--- src/sv/arlm_pkg.sv ---
// Shared types, codes and constants for the AT response line matcher.
// Depends on nothing; used by every module of the block.
package arlm_pkg;

   // Defaults for the top-level parameters
   localparam int BUF_MAX_DEF  = 256;
   localparam int LINE_MAX_DEF = 16;

   // Fixed payload widths
   localparam int FUNC_W  = 2;
   localparam int BYTE_W  = 8;
   localparam int SIZE_W  = 9;
   localparam int WAIT_W  = 15;
   localparam int INDEX_W = 8;
   localparam int STAT_W  = 2;

   // Result queue depth and the fill level up to which a request may enter
   localparam int RSP_DEPTH   = 8;
   localparam int RSP_PTR_W   = $clog2(RSP_DEPTH);
   localparam int RSP_CNT_W   = $clog2(RSP_DEPTH + 1);
   localparam int RSP_ACCEPT_LIMIT = RSP_DEPTH - 4;

   // Request kinds
   localparam logic [FUNC_W-1:0] FUNC_START = 2'd0;
   localparam logic [FUNC_W-1:0] FUNC_BYTE  = 2'd1;
   localparam logic [FUNC_W-1:0] FUNC_TICK  = 2'd2;

   // Completion status codes
   localparam logic [STAT_W-1:0] STATUS_OK      = 2'd0;
   localparam logic [STAT_W-1:0] STATUS_ERROR   = 2'd1;
   localparam logic [STAT_W-1:0] STATUS_FAIL    = 2'd2;
   localparam logic [STAT_W-1:0] STATUS_TIMEOUT = 2'd3;

   // Line control characters
   localparam logic [BYTE_W-1:0] CH_CR = 8'h0D;
   localparam logic [BYTE_W-1:0] CH_LF = 8'h0A;

   // Status words: index into word_char, and their lengths
   localparam logic [1:0] WORD_OK    = 2'd0;
   localparam logic [1:0] WORD_ERROR = 2'd1;
   localparam logic [1:0] WORD_FAIL  = 2'd2;
   localparam int LEN_OK    = 2;
   localparam int LEN_ERROR = 5;
   localparam int LEN_FAIL  = 4;

   typedef struct packed {
      logic                  write_en;
      logic [INDEX_W-1:0]    write_index;
      logic [BYTE_W-1:0]     write_byte;
      logic                  done_res;
      logic [STAT_W-1:0]     status;
      logic                  last;
   } rsp_item_type;

   // Up to two results per request, first in order in item_a
   typedef struct packed {
      logic [1:0]    count;
      rsp_item_type  item_a;
      rsp_item_type  item_b;
   } rsp_push_type;

   // Character at position pos of a status word
   function automatic logic [BYTE_W-1:0] word_char(input logic [1:0] word,
                                                   input logic [2:0] pos);
      logic [BYTE_W-1:0] ch;
      ch = 8'h00;
      case (word)
         WORD_OK: begin
            case (pos)
               3'd0:    ch = 8'h4F; // O
               3'd1:    ch = 8'h4B; // K
               default: ch = 8'h00;
            endcase
         end
         WORD_ERROR: begin
            case (pos)
               3'd0:    ch = 8'h45; // E
               3'd1:    ch = 8'h52; // R
               3'd2:    ch = 8'h52; // R
               3'd3:    ch = 8'h4F; // O
               3'd4:    ch = 8'h52; // R
               default: ch = 8'h00;
            endcase
         end
         WORD_FAIL: begin
            case (pos)
               3'd0:    ch = 8'h46; // F
               3'd1:    ch = 8'h41; // A
               3'd2:    ch = 8'h49; // I
               3'd3:    ch = 8'h4C; // L
               default: ch = 8'h00;
            endcase
         end
         default: ch = 8'h00;
      endcase
      return ch;
   endfunction

endpackage

--- src/sv/arlm_engine.sv ---
// Command state and per-request result logic of the AT response line matcher.
// Depends on arlm_pkg; fed from the request register in the top level.
module arlm_engine #(
   parameter int BUF_MAX  = arlm_pkg::BUF_MAX_DEF,
   parameter int LINE_MAX = arlm_pkg::LINE_MAX_DEF
) (
   input  logic                          clock,
   input  logic                          reset,
   input  logic                          item_valid,
   input  logic [arlm_pkg::FUNC_W-1:0]   item_func,
   input  logic [arlm_pkg::BYTE_W-1:0]   item_rx_byte,
   input  logic [arlm_pkg::SIZE_W-1:0]   item_buf_size,
   input  logic [arlm_pkg::WAIT_W-1:0]   item_wait_limit,
   output arlm_pkg::rsp_push_type        push
);
   import arlm_pkg::*;

   localparam int LEN_W = $clog2(LINE_MAX + 1);
   localparam int SIZE_LIMIT = (1 << SIZE_W) - 1;
   localparam logic [SIZE_W-1:0] SIZE_CAP =
      SIZE_W'((BUF_MAX > SIZE_LIMIT) ? SIZE_LIMIT : BUF_MAX);
   localparam logic [LEN_W-1:0] LINE_CAP  = LEN_W'(LINE_MAX);
   localparam logic [LEN_W-1:0] L_OK      = LEN_W'(LEN_OK);
   localparam logic [LEN_W-1:0] L_ERROR   = LEN_W'(LEN_ERROR);
   localparam logic [LEN_W-1:0] L_FAIL    = LEN_W'(LEN_FAIL);

   logic                active_ff, active_in;
   logic [SIZE_W-1:0]   space_ff, space_in;
   logic [SIZE_W-1:0]   wptr_ff, wptr_in;
   logic [LEN_W-1:0]    len_ff, len_in;
   logic [2:0]          flags_ff, flags_in;
   logic [WAIT_W-1:0]   reload_ff, reload_in;
   logic [WAIT_W-1:0]   wcount_ff, wcount_in;

   logic [SIZE_W-1:0]   size_eff;
   logic [WAIT_W-1:0]   wait_eff;
   logic                store, eol, hit;
   logic [STAT_W-1:0]   hit_code;
   logic [SIZE_W-1:0]   space_next, wptr_next;
   rsp_item_type        store_item, done_item;

   always_ff @(posedge clock) begin
      if (reset) begin
         active_ff <= 1'b0;
         space_ff  <= '0;
         wptr_ff   <= '0;
         len_ff    <= '0;
         flags_ff  <= 3'b111;
         reload_ff <= WAIT_W'(1);
         wcount_ff <= WAIT_W'(1);
      end else begin
         active_ff <= active_in;
         space_ff  <= space_in;
         wptr_ff   <= wptr_in;
         len_ff    <= len_in;
         flags_ff  <= flags_in;
         reload_ff <= reload_in;
         wcount_ff <= wcount_in;
      end
   end

   always_comb begin
      active_in = active_ff;
      space_in  = space_ff;
      wptr_in   = wptr_ff;
      len_in    = len_ff;
      flags_in  = flags_ff;
      reload_in = reload_ff;
      wcount_in = wcount_ff;
      push      = '0;

      if (item_buf_size == '0) begin
         size_eff = SIZE_W'(1);
      end else if (item_buf_size > SIZE_CAP) begin
         size_eff = SIZE_CAP;
      end else begin
         size_eff = item_buf_size;
      end
      wait_eff = (item_wait_limit == '0) ? WAIT_W'(1) : item_wait_limit;

      store = (space_ff != '0) && (item_rx_byte != CH_CR);
      eol   = (item_rx_byte == CH_CR) || (item_rx_byte == CH_LF);
      space_next = store ? space_ff - SIZE_W'(1) : space_ff;
      wptr_next  = store ? wptr_ff + SIZE_W'(1) : wptr_ff;

      // First word still matching at its full length wins
      hit      = 1'b1;
      hit_code = STATUS_OK;
      if (flags_ff[0] && len_ff == L_OK) begin
         hit_code = STATUS_OK;
      end else if (flags_ff[1] && len_ff == L_ERROR) begin
         hit_code = STATUS_ERROR;
      end else if (flags_ff[2] && len_ff == L_FAIL) begin
         hit_code = STATUS_FAIL;
      end else begin
         hit = 1'b0;
      end

      store_item             = '0;
      store_item.write_en    = 1'b1;
      store_item.write_index = wptr_ff[INDEX_W-1:0];
      store_item.write_byte  = item_rx_byte;
      store_item.last        = !(eol && hit);

      done_item          = '0;
      done_item.write_en = (space_next != '0);
      if (space_next != '0) begin
         done_item.write_index = wptr_next[INDEX_W-1:0];
      end
      done_item.done_res = 1'b1;
      done_item.status   = hit_code;
      done_item.last     = 1'b1;

      if (item_valid) begin
         case (item_func)
            FUNC_START: begin
               active_in = 1'b1;
               space_in  = size_eff - SIZE_W'(1);
               wptr_in   = '0;
               len_in    = '0;
               flags_in  = 3'b111;
               reload_in = wait_eff;
               wcount_in = wait_eff;
               push.count = 2'd1;
               push.item_a.write_en    = 1'b1;
               push.item_a.write_index = space_in[INDEX_W-1:0];
               push.item_a.last        = 1'b1;
            end
            FUNC_BYTE: begin
               if (active_ff) begin
                  wcount_in = reload_ff;
                  space_in  = space_next;
                  wptr_in   = wptr_next;
                  if (eol) begin
                     if (hit) begin
                        active_in = 1'b0;
                     end else begin
                        len_in   = '0;
                        flags_in = 3'b111;
                     end
                  end else if (len_ff < LINE_CAP) begin
                     // drop each word that no longer fits the line so far
                     if (len_ff >= L_OK ||
                         word_char(WORD_OK, len_ff[2:0]) != item_rx_byte) begin
                        flags_in[0] = 1'b0;
                     end
                     if (len_ff >= L_ERROR ||
                         word_char(WORD_ERROR, len_ff[2:0]) != item_rx_byte) begin
                        flags_in[1] = 1'b0;
                     end
                     if (len_ff >= L_FAIL ||
                         word_char(WORD_FAIL, len_ff[2:0]) != item_rx_byte) begin
                        flags_in[2] = 1'b0;
                     end
                     len_in = len_ff + LEN_W'(1);
                  end
                  if (store && eol && hit) begin
                     push.count  = 2'd2;
                     push.item_a = store_item;
                     push.item_b = done_item;
                  end else if (store) begin
                     push.count  = 2'd1;
                     push.item_a = store_item;
                  end else if (eol && hit) begin
                     push.count  = 2'd1;
                     push.item_a = done_item;
                  end
               end
            end
            FUNC_TICK: begin
               if (active_ff) begin
                  if (wcount_ff <= WAIT_W'(1)) begin
                     wcount_in = '0;
                     active_in = 1'b0;
                     push.count = 2'd1;
                     push.item_a.done_res = 1'b1;
                     push.item_a.status   = STATUS_TIMEOUT;
                     push.item_a.last     = 1'b1;
                  end else begin
                     wcount_in = wcount_ff - WAIT_W'(1);
                  end
               end
            end
            default: begin
            end
         endcase
      end
   end

endmodule

--- src/sv/arlm_rsp_fifo.sv ---
// Result queue of the AT response line matcher: takes up to two results a cycle.
// Depends on arlm_pkg; drains onto the rsp_ channel.
module arlm_rsp_fifo (
   input  logic                              clock,
   input  logic                              reset,
   input  arlm_pkg::rsp_push_type            push,
   output logic [arlm_pkg::RSP_CNT_W-1:0]    fill,
   output logic                              rsp_valid,
   input  logic                              rsp_stall,
   output arlm_pkg::rsp_item_type            rsp_item
);
   import arlm_pkg::*;

   rsp_item_type            store_ff [RSP_DEPTH];
   logic [RSP_PTR_W-1:0]    rd_ptr_ff, rd_ptr_in;
   logic [RSP_PTR_W-1:0]    wr_ptr_ff, wr_ptr_in;
   logic [RSP_CNT_W-1:0]    count_ff, count_in;
   logic [RSP_PTR_W-1:0]    wr_ptr_next;
   logic                    pop;

   assign fill        = count_ff;
   assign rsp_valid   = (count_ff != '0);
   assign rsp_item    = store_ff[rd_ptr_ff];
   assign pop         = rsp_valid && !rsp_stall;
   assign wr_ptr_next = wr_ptr_ff + RSP_PTR_W'(1);

   always_comb begin
      rd_ptr_in = pop ? rd_ptr_ff + RSP_PTR_W'(1) : rd_ptr_ff;
      wr_ptr_in = wr_ptr_ff + RSP_PTR_W'(push.count);
      count_in  = count_ff + RSP_CNT_W'(push.count) - RSP_CNT_W'(pop);
   end

   always_ff @(posedge clock) begin
      if (reset) begin
         rd_ptr_ff <= '0;
         wr_ptr_ff <= '0;
         count_ff  <= '0;
      end else begin
         rd_ptr_ff <= rd_ptr_in;
         wr_ptr_ff <= wr_ptr_in;
         count_ff  <= count_in;
      end
   end

   always_ff @(posedge clock) begin
      if (push.count != 2'd0) begin
         store_ff[wr_ptr_ff] <= push.item_a;
      end
      if (push.count == 2'd2) begin
         store_ff[wr_ptr_next] <= push.item_b;
      end
   end

endmodule

--- src/sv/at_response_line_matcher.sv ---
// Top level of the AT response line matcher: request register, engine, result queue.
// Depends on arlm_pkg, arlm_engine and arlm_rsp_fifo.
//
//   channel | ports                                         | direction
//   --------+-----------------------------------------------+----------
//   req     | req_valid, req_stall, func/rx_byte/size/wait  | in
//   rsp     | rsp_valid, rsp_stall, write_*/done/status/last| out
//
// A request is registered on acceptance and processed in the following cycle;
// its results pass the request register and the result queue before they are
// offered. One request a cycle while req_stall is low.
// Each request yields at most two results, queued in an eight-entry queue that
// drains one result a cycle while rsp_stall is low; that drain rate bounds throughput.
// req_stall rises only from queue fill and the request register, never from
// req_valid. Reset is synchronous and clears the command state and the queue.
module at_response_line_matcher #(
   parameter int BUF_MAX  = arlm_pkg::BUF_MAX_DEF,
   parameter int LINE_MAX = arlm_pkg::LINE_MAX_DEF
) (
   input  logic                          clock,
   input  logic                          reset,
   input  logic                          req_valid,
   output logic                          req_stall,
   input  logic [arlm_pkg::FUNC_W-1:0]   req_func,
   input  logic [arlm_pkg::BYTE_W-1:0]   req_rx_byte,
   input  logic [arlm_pkg::SIZE_W-1:0]   req_buf_size,
   input  logic [arlm_pkg::WAIT_W-1:0]   req_wait_limit,
   output logic                          rsp_valid,
   input  logic                          rsp_stall,
   output logic                          rsp_write_en,
   output logic [arlm_pkg::INDEX_W-1:0]  rsp_write_index,
   output logic [arlm_pkg::BYTE_W-1:0]   rsp_write_byte,
   output logic                          rsp_done_res,
   output logic [arlm_pkg::STAT_W-1:0]   rsp_status,
   output logic                          rsp_last
);
   import arlm_pkg::*;

   // Request register
   logic                  pend_ff, pend_in;
   logic [FUNC_W-1:0]     func_ff;
   logic [BYTE_W-1:0]     rx_byte_ff;
   logic [SIZE_W-1:0]     buf_size_ff;
   logic [WAIT_W-1:0]     wait_limit_ff;

   logic                  req_take;
   logic [RSP_CNT_W:0]    committed;
   logic [RSP_CNT_W-1:0]  fill;
   rsp_push_type          push;
   rsp_item_type          rsp_item;

   // Hold off a request once the queue fill, counting two results for the
   // request in flight, passes half the queue.
   assign committed = {1'b0, fill} + (pend_ff ? (RSP_CNT_W + 1)'(2) : '0);
   assign req_stall = committed > (RSP_CNT_W + 1)'(RSP_ACCEPT_LIMIT);
   assign req_take  = req_valid && !req_stall;
   assign pend_in   = req_take;

   always_ff @(posedge clock) begin
      if (reset) begin
         pend_ff <= 1'b0;
      end else begin
         pend_ff <= pend_in;
      end
   end

   // Payload needs no reset: it is only looked at while pend_ff is set
   always_ff @(posedge clock) begin
      if (req_take) begin
         func_ff       <= req_func;
         rx_byte_ff    <= req_rx_byte;
         buf_size_ff   <= req_buf_size;
         wait_limit_ff <= req_wait_limit;
      end
   end

   arlm_engine #(
      .BUF_MAX  (BUF_MAX),
      .LINE_MAX (LINE_MAX)
   ) u_engine (
      .clock           (clock),
      .reset           (reset),
      .item_valid      (pend_ff),
      .item_func       (func_ff),
      .item_rx_byte    (rx_byte_ff),
      .item_buf_size   (buf_size_ff),
      .item_wait_limit (wait_limit_ff),
      .push            (push)
   );

   arlm_rsp_fifo u_rsp_fifo (
      .clock     (clock),
      .reset     (reset),
      .push      (push),
      .fill      (fill),
      .rsp_valid (rsp_valid),
      .rsp_stall (rsp_stall),
      .rsp_item  (rsp_item)
   );

   // Present the head of the queue field by field
   assign rsp_write_en    = rsp_item.write_en;
   assign rsp_write_index = rsp_item.write_index;
   assign rsp_write_byte  = rsp_item.write_byte;
   assign rsp_done_res    = rsp_item.done_res;
   assign rsp_status      = rsp_item.status;
   assign rsp_last        = rsp_item.last;

endmodule
--- config.mk ---
export PLATFORM = sky130hd
export DESIGN_NAME = at_response_line_matcher
export DESIGN_NICKNAME = d
export VERILOG_FILES = /design/src/sv/arlm_pkg.sv /design/src/sv/arlm_engine.sv /design/src/sv/arlm_rsp_fifo.sv /design/src/sv/at_response_line_matcher.sv
export SDC_FILE = /design/constraint.sdc
export NUM_CORES = 1
export LEC_CHECK = 0
export ABC_AREA = 1
export BUFFER_PORTS_ARGS = -buffer_cell sky130_fd_sc_hd__buf_2
export CELL_PAD_IN_SITES_DETAIL_PLACEMENT = 1
export CELL_PAD_IN_SITES_GLOBAL_PLACEMENT = 2
export CORE_MARGIN = 1
export CORE_UTILIZATION = 40
export DETAILED_ROUTE_END_ITERATION = 10
export PLACE_DENSITY_LB_ADDON = 0.12
export SETUP_SLACK_MARGIN = 0.05
export SYNTH_ARGS = -nofsm -noshare
export SYNTH_HDL_FRONTEND = slang
export SYNTH_SLANG_ARGS = --single-unit
--- constraint.sdc ---
create_clock -name clock -period 8.55 [get_ports clock]
set_input_delay 0.855 -clock clock [delete_from_list [all_inputs] [get_ports clock]]
set_output_delay 0.855 -clock clock [all_outputs]
set_load 0.1 [all_outputs]
## Word-level counts from Yosys, hierarchy flattened

Memories as Yosys holds them, arrays and structs flattened. A register that Yosys moved wholly into a read port is not among the register bits.
Cells that the tools add are included.

| cells by class | value |
|---|---|
| add/subtract/negate cells | 11 |
| $lt $le $gt $ge | 7 |
| equal/unequal tests | 24 |
| mux-type cells | 80 |
| reductions and logical operators | 36 |

Operators with widths:

| cell | count |
|---|---|
| $mux W8 | 17 |
| $mux W44 | 2 |
| $mux W15 | 4 |
| $mux W9 | 6 |
| $pmux W9 S2 | 3 |
| $pmux W15 S3 | 1 |
| $mux W22 | 2 |
| $mux W21 | 2 |
| $pmux W7 S4 | 1 |
| $ne A8 B8 Y1 | 3 |
| $mux W23 | 1 |
| $pmux W7 S3 | 1 |
| $mux W5 | 4 |
| $mux W3 | 6 |
| $reduce_and A6 Y1 | 3 |
| $reduce_bool A9 Y1 | 2 |
| $sub A9 B1 Y9 const B | 2 |
| $eq A8 B4 Y1 const B | 2 |
| $mux W1 | 16 |
| $le A15 B1 Y1 const B | 1 |
| $logic_not A15 Y1 | 1 |
| $sub A15 B1 Y15 const B | 1 |
| $pmux W7 S2 | 1 |
| $ne A3 B1 Y1 const B | 4 |
| other kinds (42) | 72 |

| word-level totals | value |
|---|---|
| register bits | 102 |
| memory bits (writable) | 168 |
| output and inout port bits | 23 |
| memories kept | 1 |

Memories:

| memory | depth | bits a word | read ports | clocked after Yosys merged registers in | write ports | RTL line | RTL |
|---|---|---|---|---|---|---|---|
| u_rsp_fifo.store_ff | 8 | 21 | 1 | 1 | 2 | arlm_rsp_fifo.sv:14 | `rsp_item_type store_ff [RSP_DEPTH];` |

## Logic depth before layout (Yosys ltp)

| depth | value |
|---|---|
| word-level depth | 15 |
| mapped depth | 20 |
| gate-level depth less buffers | 19 |

## Modules after synthesis

Synthesis repeated with hierarchy kept, for this count alone.

| unflattened totals | value |
|---|---|
| cell total of the unflattened synthesis | 2168 |
| area total of the unflattened synthesis | 16064.2 sq um |

Modules (own cells, without submodules):

| module | instances | cells an instance | area each (sq um) |
|---|---|---|---|
| arlm_rsp_fifo | 1 | 1377 | 10323.7 |
| arlm_engine | 1 | 743 | 4609.4 |
| at_response_line_matcher | 1 | 48 | 1131.1 |

## Worst setup path after synthesis

Ideal clock, no wire load.

| timing path | value |
|---|---|
| path kind | flip-flop to flip-flop |
| start | reg pend_ff |
| end | reg buf_size_ff[0], enable pin |
| library setup time | 0.425 ns |
| data arrival time | 3.733 ns |
| data required time | 8.125 ns |
| path slack | 4.392 ns |
| stages on the path, launching flop included | 6 |
| cells stage by stage | dfxtp_1 > ha_1 > ha_1 > o21ai_0 > nand4_1 > nor2_1 |

| on the way | value |
|---|---|
| longest elaborated chain between the ends | 5 |

RTL lines:

| element | RTL line | RTL |
|---|---|---|
| start, declared | at_response_line_matcher.sv:40 | `logic pend_ff, pend_in;` |
| start signal, assigned | at_response_line_matcher.sv:63 | `pend_ff <= pend_in;` |
| $mux W2 | at_response_line_matcher.sv:54 | `assign committed = {1'b0, fill} + (pend_ff ? (RSP_CNT_W + 1)'(2) : '0);` |
| $add A4 B2 Y5 | at_response_line_matcher.sv:54 |  |
| $gt A5 B3 Y1 | at_response_line_matcher.sv:55 | `assign req_stall = committed > (RSP_CNT_W + 1)'(RSP_ACCEPT_LIMIT);` |
| net req_stall | at_response_line_matcher.sv:23 | `output logic req_stall,` |
| $logic_not A1 Y1 | at_response_line_matcher.sv:56 | `assign req_take = req_valid && !req_stall;` |
| $logic_and A1 B1 Y1 | at_response_line_matcher.sv:56 |  |
| net pend_in | at_response_line_matcher.sv:40 |  |
| end signal, assigned | at_response_line_matcher.sv:72 | `buf_size_ff <= req_buf_size;` |
| end, declared | at_response_line_matcher.sv:43 | `logic [SIZE_W-1:0] buf_size_ff;` |

The timed path passes the listed nets, and every way through them passes these cells.
A chain may end at the register's enable or synchronous reset.

==> flow_metrics.env <==
export IMPL_outcome="completed"
export IMPL_period_share_pct=46.6
export IMPL_grt_pass1_vias=12960
export IMPL_maxCapViolations=0
export IMPL_synth_edff_count=138
export IMPL_via_per_inst=5.42
export IMPL_cts_tree="yes"
export IMPL_final_area_mm2=0.0160
export IMPL_grt_pass1_wl_mm=70.7
export IMPL_core_area_mm2=0.0348
export IMPL_rows=68
export IMPL_die_w_um=191
export IMPL_dr_first_iter_drc_count=772
export IMPL_pre_cts_slack_ns=4.59
export IMPL_p_seq_share_pct=32.7
export IMPL_fin_ws_ns=4.56
export IMPL_cp_slowest_cell="nand2_1"
export IMPL_hold_viol=0
export IMPL_power_share_clock_pct=32.2
export IMPL_die_area_mm2=0.0364
export IMPL_synthesis_nets=1877
export IMPL_dp_hpwl_mm=31.3
export IMPL_grt_overflow=0
export IMPL_synthArstFlopShare_pct=0
export IMPL_start_util_pct=41.0
export IMPL_path_clk_slew_ns=0.06
export IMPL_clockBufferDepth=3
export IMPL_yosys_most_used_dff="edfxtp_1"
export IMPL_routed_wl_mm=44.3
export IMPL_drv_slew=0
export IMPL_fin_tns_setup_ns=0
export IMPL_relSlewSlack_pct=11.5
export IMPL_holdBufCountCts=0
export IMPL_diodes=0
export IMPL_leakage_nw=6.96
export IMPL_synth_compound_area_share_pct=14.6
export IMPL_power_density_mw_per_mm2=291
export IMPL_dpl_cell_area_mm2=0.0149
export IMPL_layout_common_cells="nand2_1 (430), nor2_1 (197), o21ai_0 (183)"
export IMPL_setup_viol_count_final=0
export IMPL_max_freq_ghz=0.251
export IMPL_muxShareOfSynthArea_pct=0
export IMPL_yosys_warnings=0
export IMPL_ctsResizeCount=0
export IMPL_syn_cell_area_mm2=0.0143
export IMPL_critPathKind="reg2reg"
export IMPL_vias=12555
export IMPL_ios=61
export IMPL_critPathMaxFanout=68
export IMPL_ys_types=48
export IMPL_numPortBuffers=60
export IMPL_mostFrequentLayoutCell="nand2_1"
export IMPL_syn_inst=1808
export IMPL_ys_ff_latch=272
export IMPL_p_int_w=0.00274
export IMPL_max_stage_delay_ns=0.76
export IMPL_combPwrFrac_pct=35.1
export IMPL_rsz0062_at_grt="no"
export IMPL_synthXorXnorAreaFrac_pct=1.72
export IMPL_grt_total_usage_pct=24.7
export IMPL_crit_path_end_kind="register"
export IMPL_netSwitchingFraction_pct=41.3
export IMPL_synth_area_per_cell_um2=7.89
export IMPL_drt_pass1_iterations=5
export IMPL_die_h_um=191
export IMPL_worst_pin_slew_ns=1.31
export IMPL_syn_to_final_growth_pct=12.3
export IMPL_hp_class="reg2reg"
export IMPL_cts_setup_buffers=0
export IMPL_whs_ns=0.463
export IMPL_finalCriticalPeriod_ns=3.99
export IMPL_clock_sinks=272
export IMPL_drc=0
export IMPL_synthAdderAreaFrac_pct=2.82
export IMPL_drive_above_1_share_pct=9.73
export IMPL_wire_per_inst_um=19.1
export IMPL_fin_worst_skew_ns=0.0228
export IMPL_fin_util_pct=46.0
export IMPL_htree_levels=2
export IMPL_nets=1906
export IMPL_power_switching_w=0.00193
export IMPL_critPathLaunchType="register"
export IMPL_grt_max_degree=85
export IMPL_cts_buffers=34
export IMPL_path_cells="buf_4 -> inv_1 -> nor2_1 -> inv_2 -> nor3_4 -> nand4_1 -> nand2_1"
export IMPL_yosysSeqAreaShare_pct=47.9
export IMPL_cp_arrival_ns=4.13
export IMPL_root_buffer="clkbuf_16"
export IMPL_critPathRequiredTime_ns=8.70
export IMPL_ant_nets=0
export IMPL_synth_top_family_by_area="simple AND/OR/NAND/NOR gates"
export IMPL_vdd_drop_max_mv=0.222
export IMPL_gp_congestion=0.809
export IMPL_clkLatencyLatePin_ns=0.52
export IMPL_synth_simple_gate_area_share_pct=25.5
export IMPL_antenna_found_initial=0
-- power by group through the flow --
stage | logic (W) | registers [W] | clock network (W)
after detailed placement | 0.00163 | 0.00155 | 0
final | 0.00164 | 0.00153 | 0.00150
after CTS | 0.00164 | 0.00153 | 0.00153
after global routing | 0.00178 | 0.00154 | 0.00157
after global placement | 0.00162 | 0.00155 | 0
after floorplan | 0.00125 | 0.00153 | 0
-- final timing paths --
kind	end	start	cells after the start	slack [ns]
max	u_rsp_fifo.store_ff[7][0]	pend_ff	7	4.56
min	u_rsp_fifo.store_ff[7][5]	u_rsp_fifo.store_ff[7][5]	2	0.46
max reg2reg	u_rsp_fifo.store_ff[7][0]	pend_ff	7	4.56
min reg2reg	u_rsp_fifo.store_ff[7][5]	u_rsp_fifo.store_ff[7][5]	2	0.46
-- routing by layer --
layer	vias up	track usage [%]	part of all wire, %
li1	6163	-	-
met1	6149	31.9	46
met2	192	44.2	49
met3	51	2.56	2.9
met4	0	5.11	1.6
met5	-	0	0
-- area by class of cell --
cell class / instances / area, um^2
fill: 4237 / 18800
sequential: 272 / 6830
multi-input combinational: 1293 / 6380
clock buffer: 42 / 932
inverter: 158 / 636
tap: 455 / 569
timing repair buffer: 78 / 435
clock inverter: 17 / 228
-- registers in the layout (all words and copies together) (netlist names), named ones only --
name and cells:
buf_size_ff 9, u_rsp_fifo.fill 4, u_engine.flags_ff 3, u_engine.space_ff 9, wait_limit_ff 15, u_rsp_fifo.store_ff 168, u_engine.wcount_ff 15, u_rsp_fifo.rd_ptr_ff 3
u_engine.wptr_ff 8, u_engine.len_ff 5, rx_byte_ff 8, pend_ff 1, u_engine.reload_ff 15, func_ff 2, u_engine.active_ff 1, u_rsp_fifo.wr_ptr_ff 3
-- worst max-delay path: cells and delay by family, from the launching register on --
kind | cells | cell delay, ns
buffers and inverters | 3 | 0.98
flip-flops | 1 | 0.31
AND/OR/NAND/NOR | 4 | 2.30
-- cell usage after synthesis, types with 2 or more instances --
library cell,n,area share [%]
nand2_4,10,0.79
xor2_1,19,1.2
o21ai_0,183,6.4
nor2_4,2,0.16
inv_6,8,0.49
nor2_2,4,0.18
buf_1,6,0.16
nor3_1,28,0.98
or2_2,4,0.18
buf_6,6,0.47
o211ai_1,19,1.0
inv_1,140,3.7
nand2_2,6,0.26
buf_8,4,0.42
nand2_1,430,11
buf_2,14,0.49
a31oi_1,25,1.1
a21oi_1,99,3.5
ha_1,29,2.5
o21ai_1,8,0.28
clkinv_1,2,0.053
dfxtp_1,134,19
edfxtp_1,138,29
nor4_1,8,0.35
nand4_1,16,0.70
inv_2,7,0.18
nand3_1,139,4.9
nor2_1,198,5.2
a211oi_1,5,0.26
clkbuf_1,54,1.4
nor3b_1,2,0.11
fa_1,2,0.28
o22ai_1,34,1.5
o21bai_1,3,0.16
xnor2_1,9,0.55
-- logic make-up (layout without fill, tap and decap cells) --
kind of cell	after synthesis	in the layout
DFF	272	272
xor gates and xnor gates	28	28
and+or+nand+nor	852	852
AOI/OAI and AO/OA	382	382
adders and majority gates	31	31
buffers and inverters	243	295
-- stage by stage --
step                cells  total power, W
floorplan            1808         0.00278
global placement     2256         0.00317
detailed placement   2256         0.00318
CTS                  2315         0.00470
global route         2315         0.00489
finish               2315         0.00466
Power figures use the tool's default switching activity.
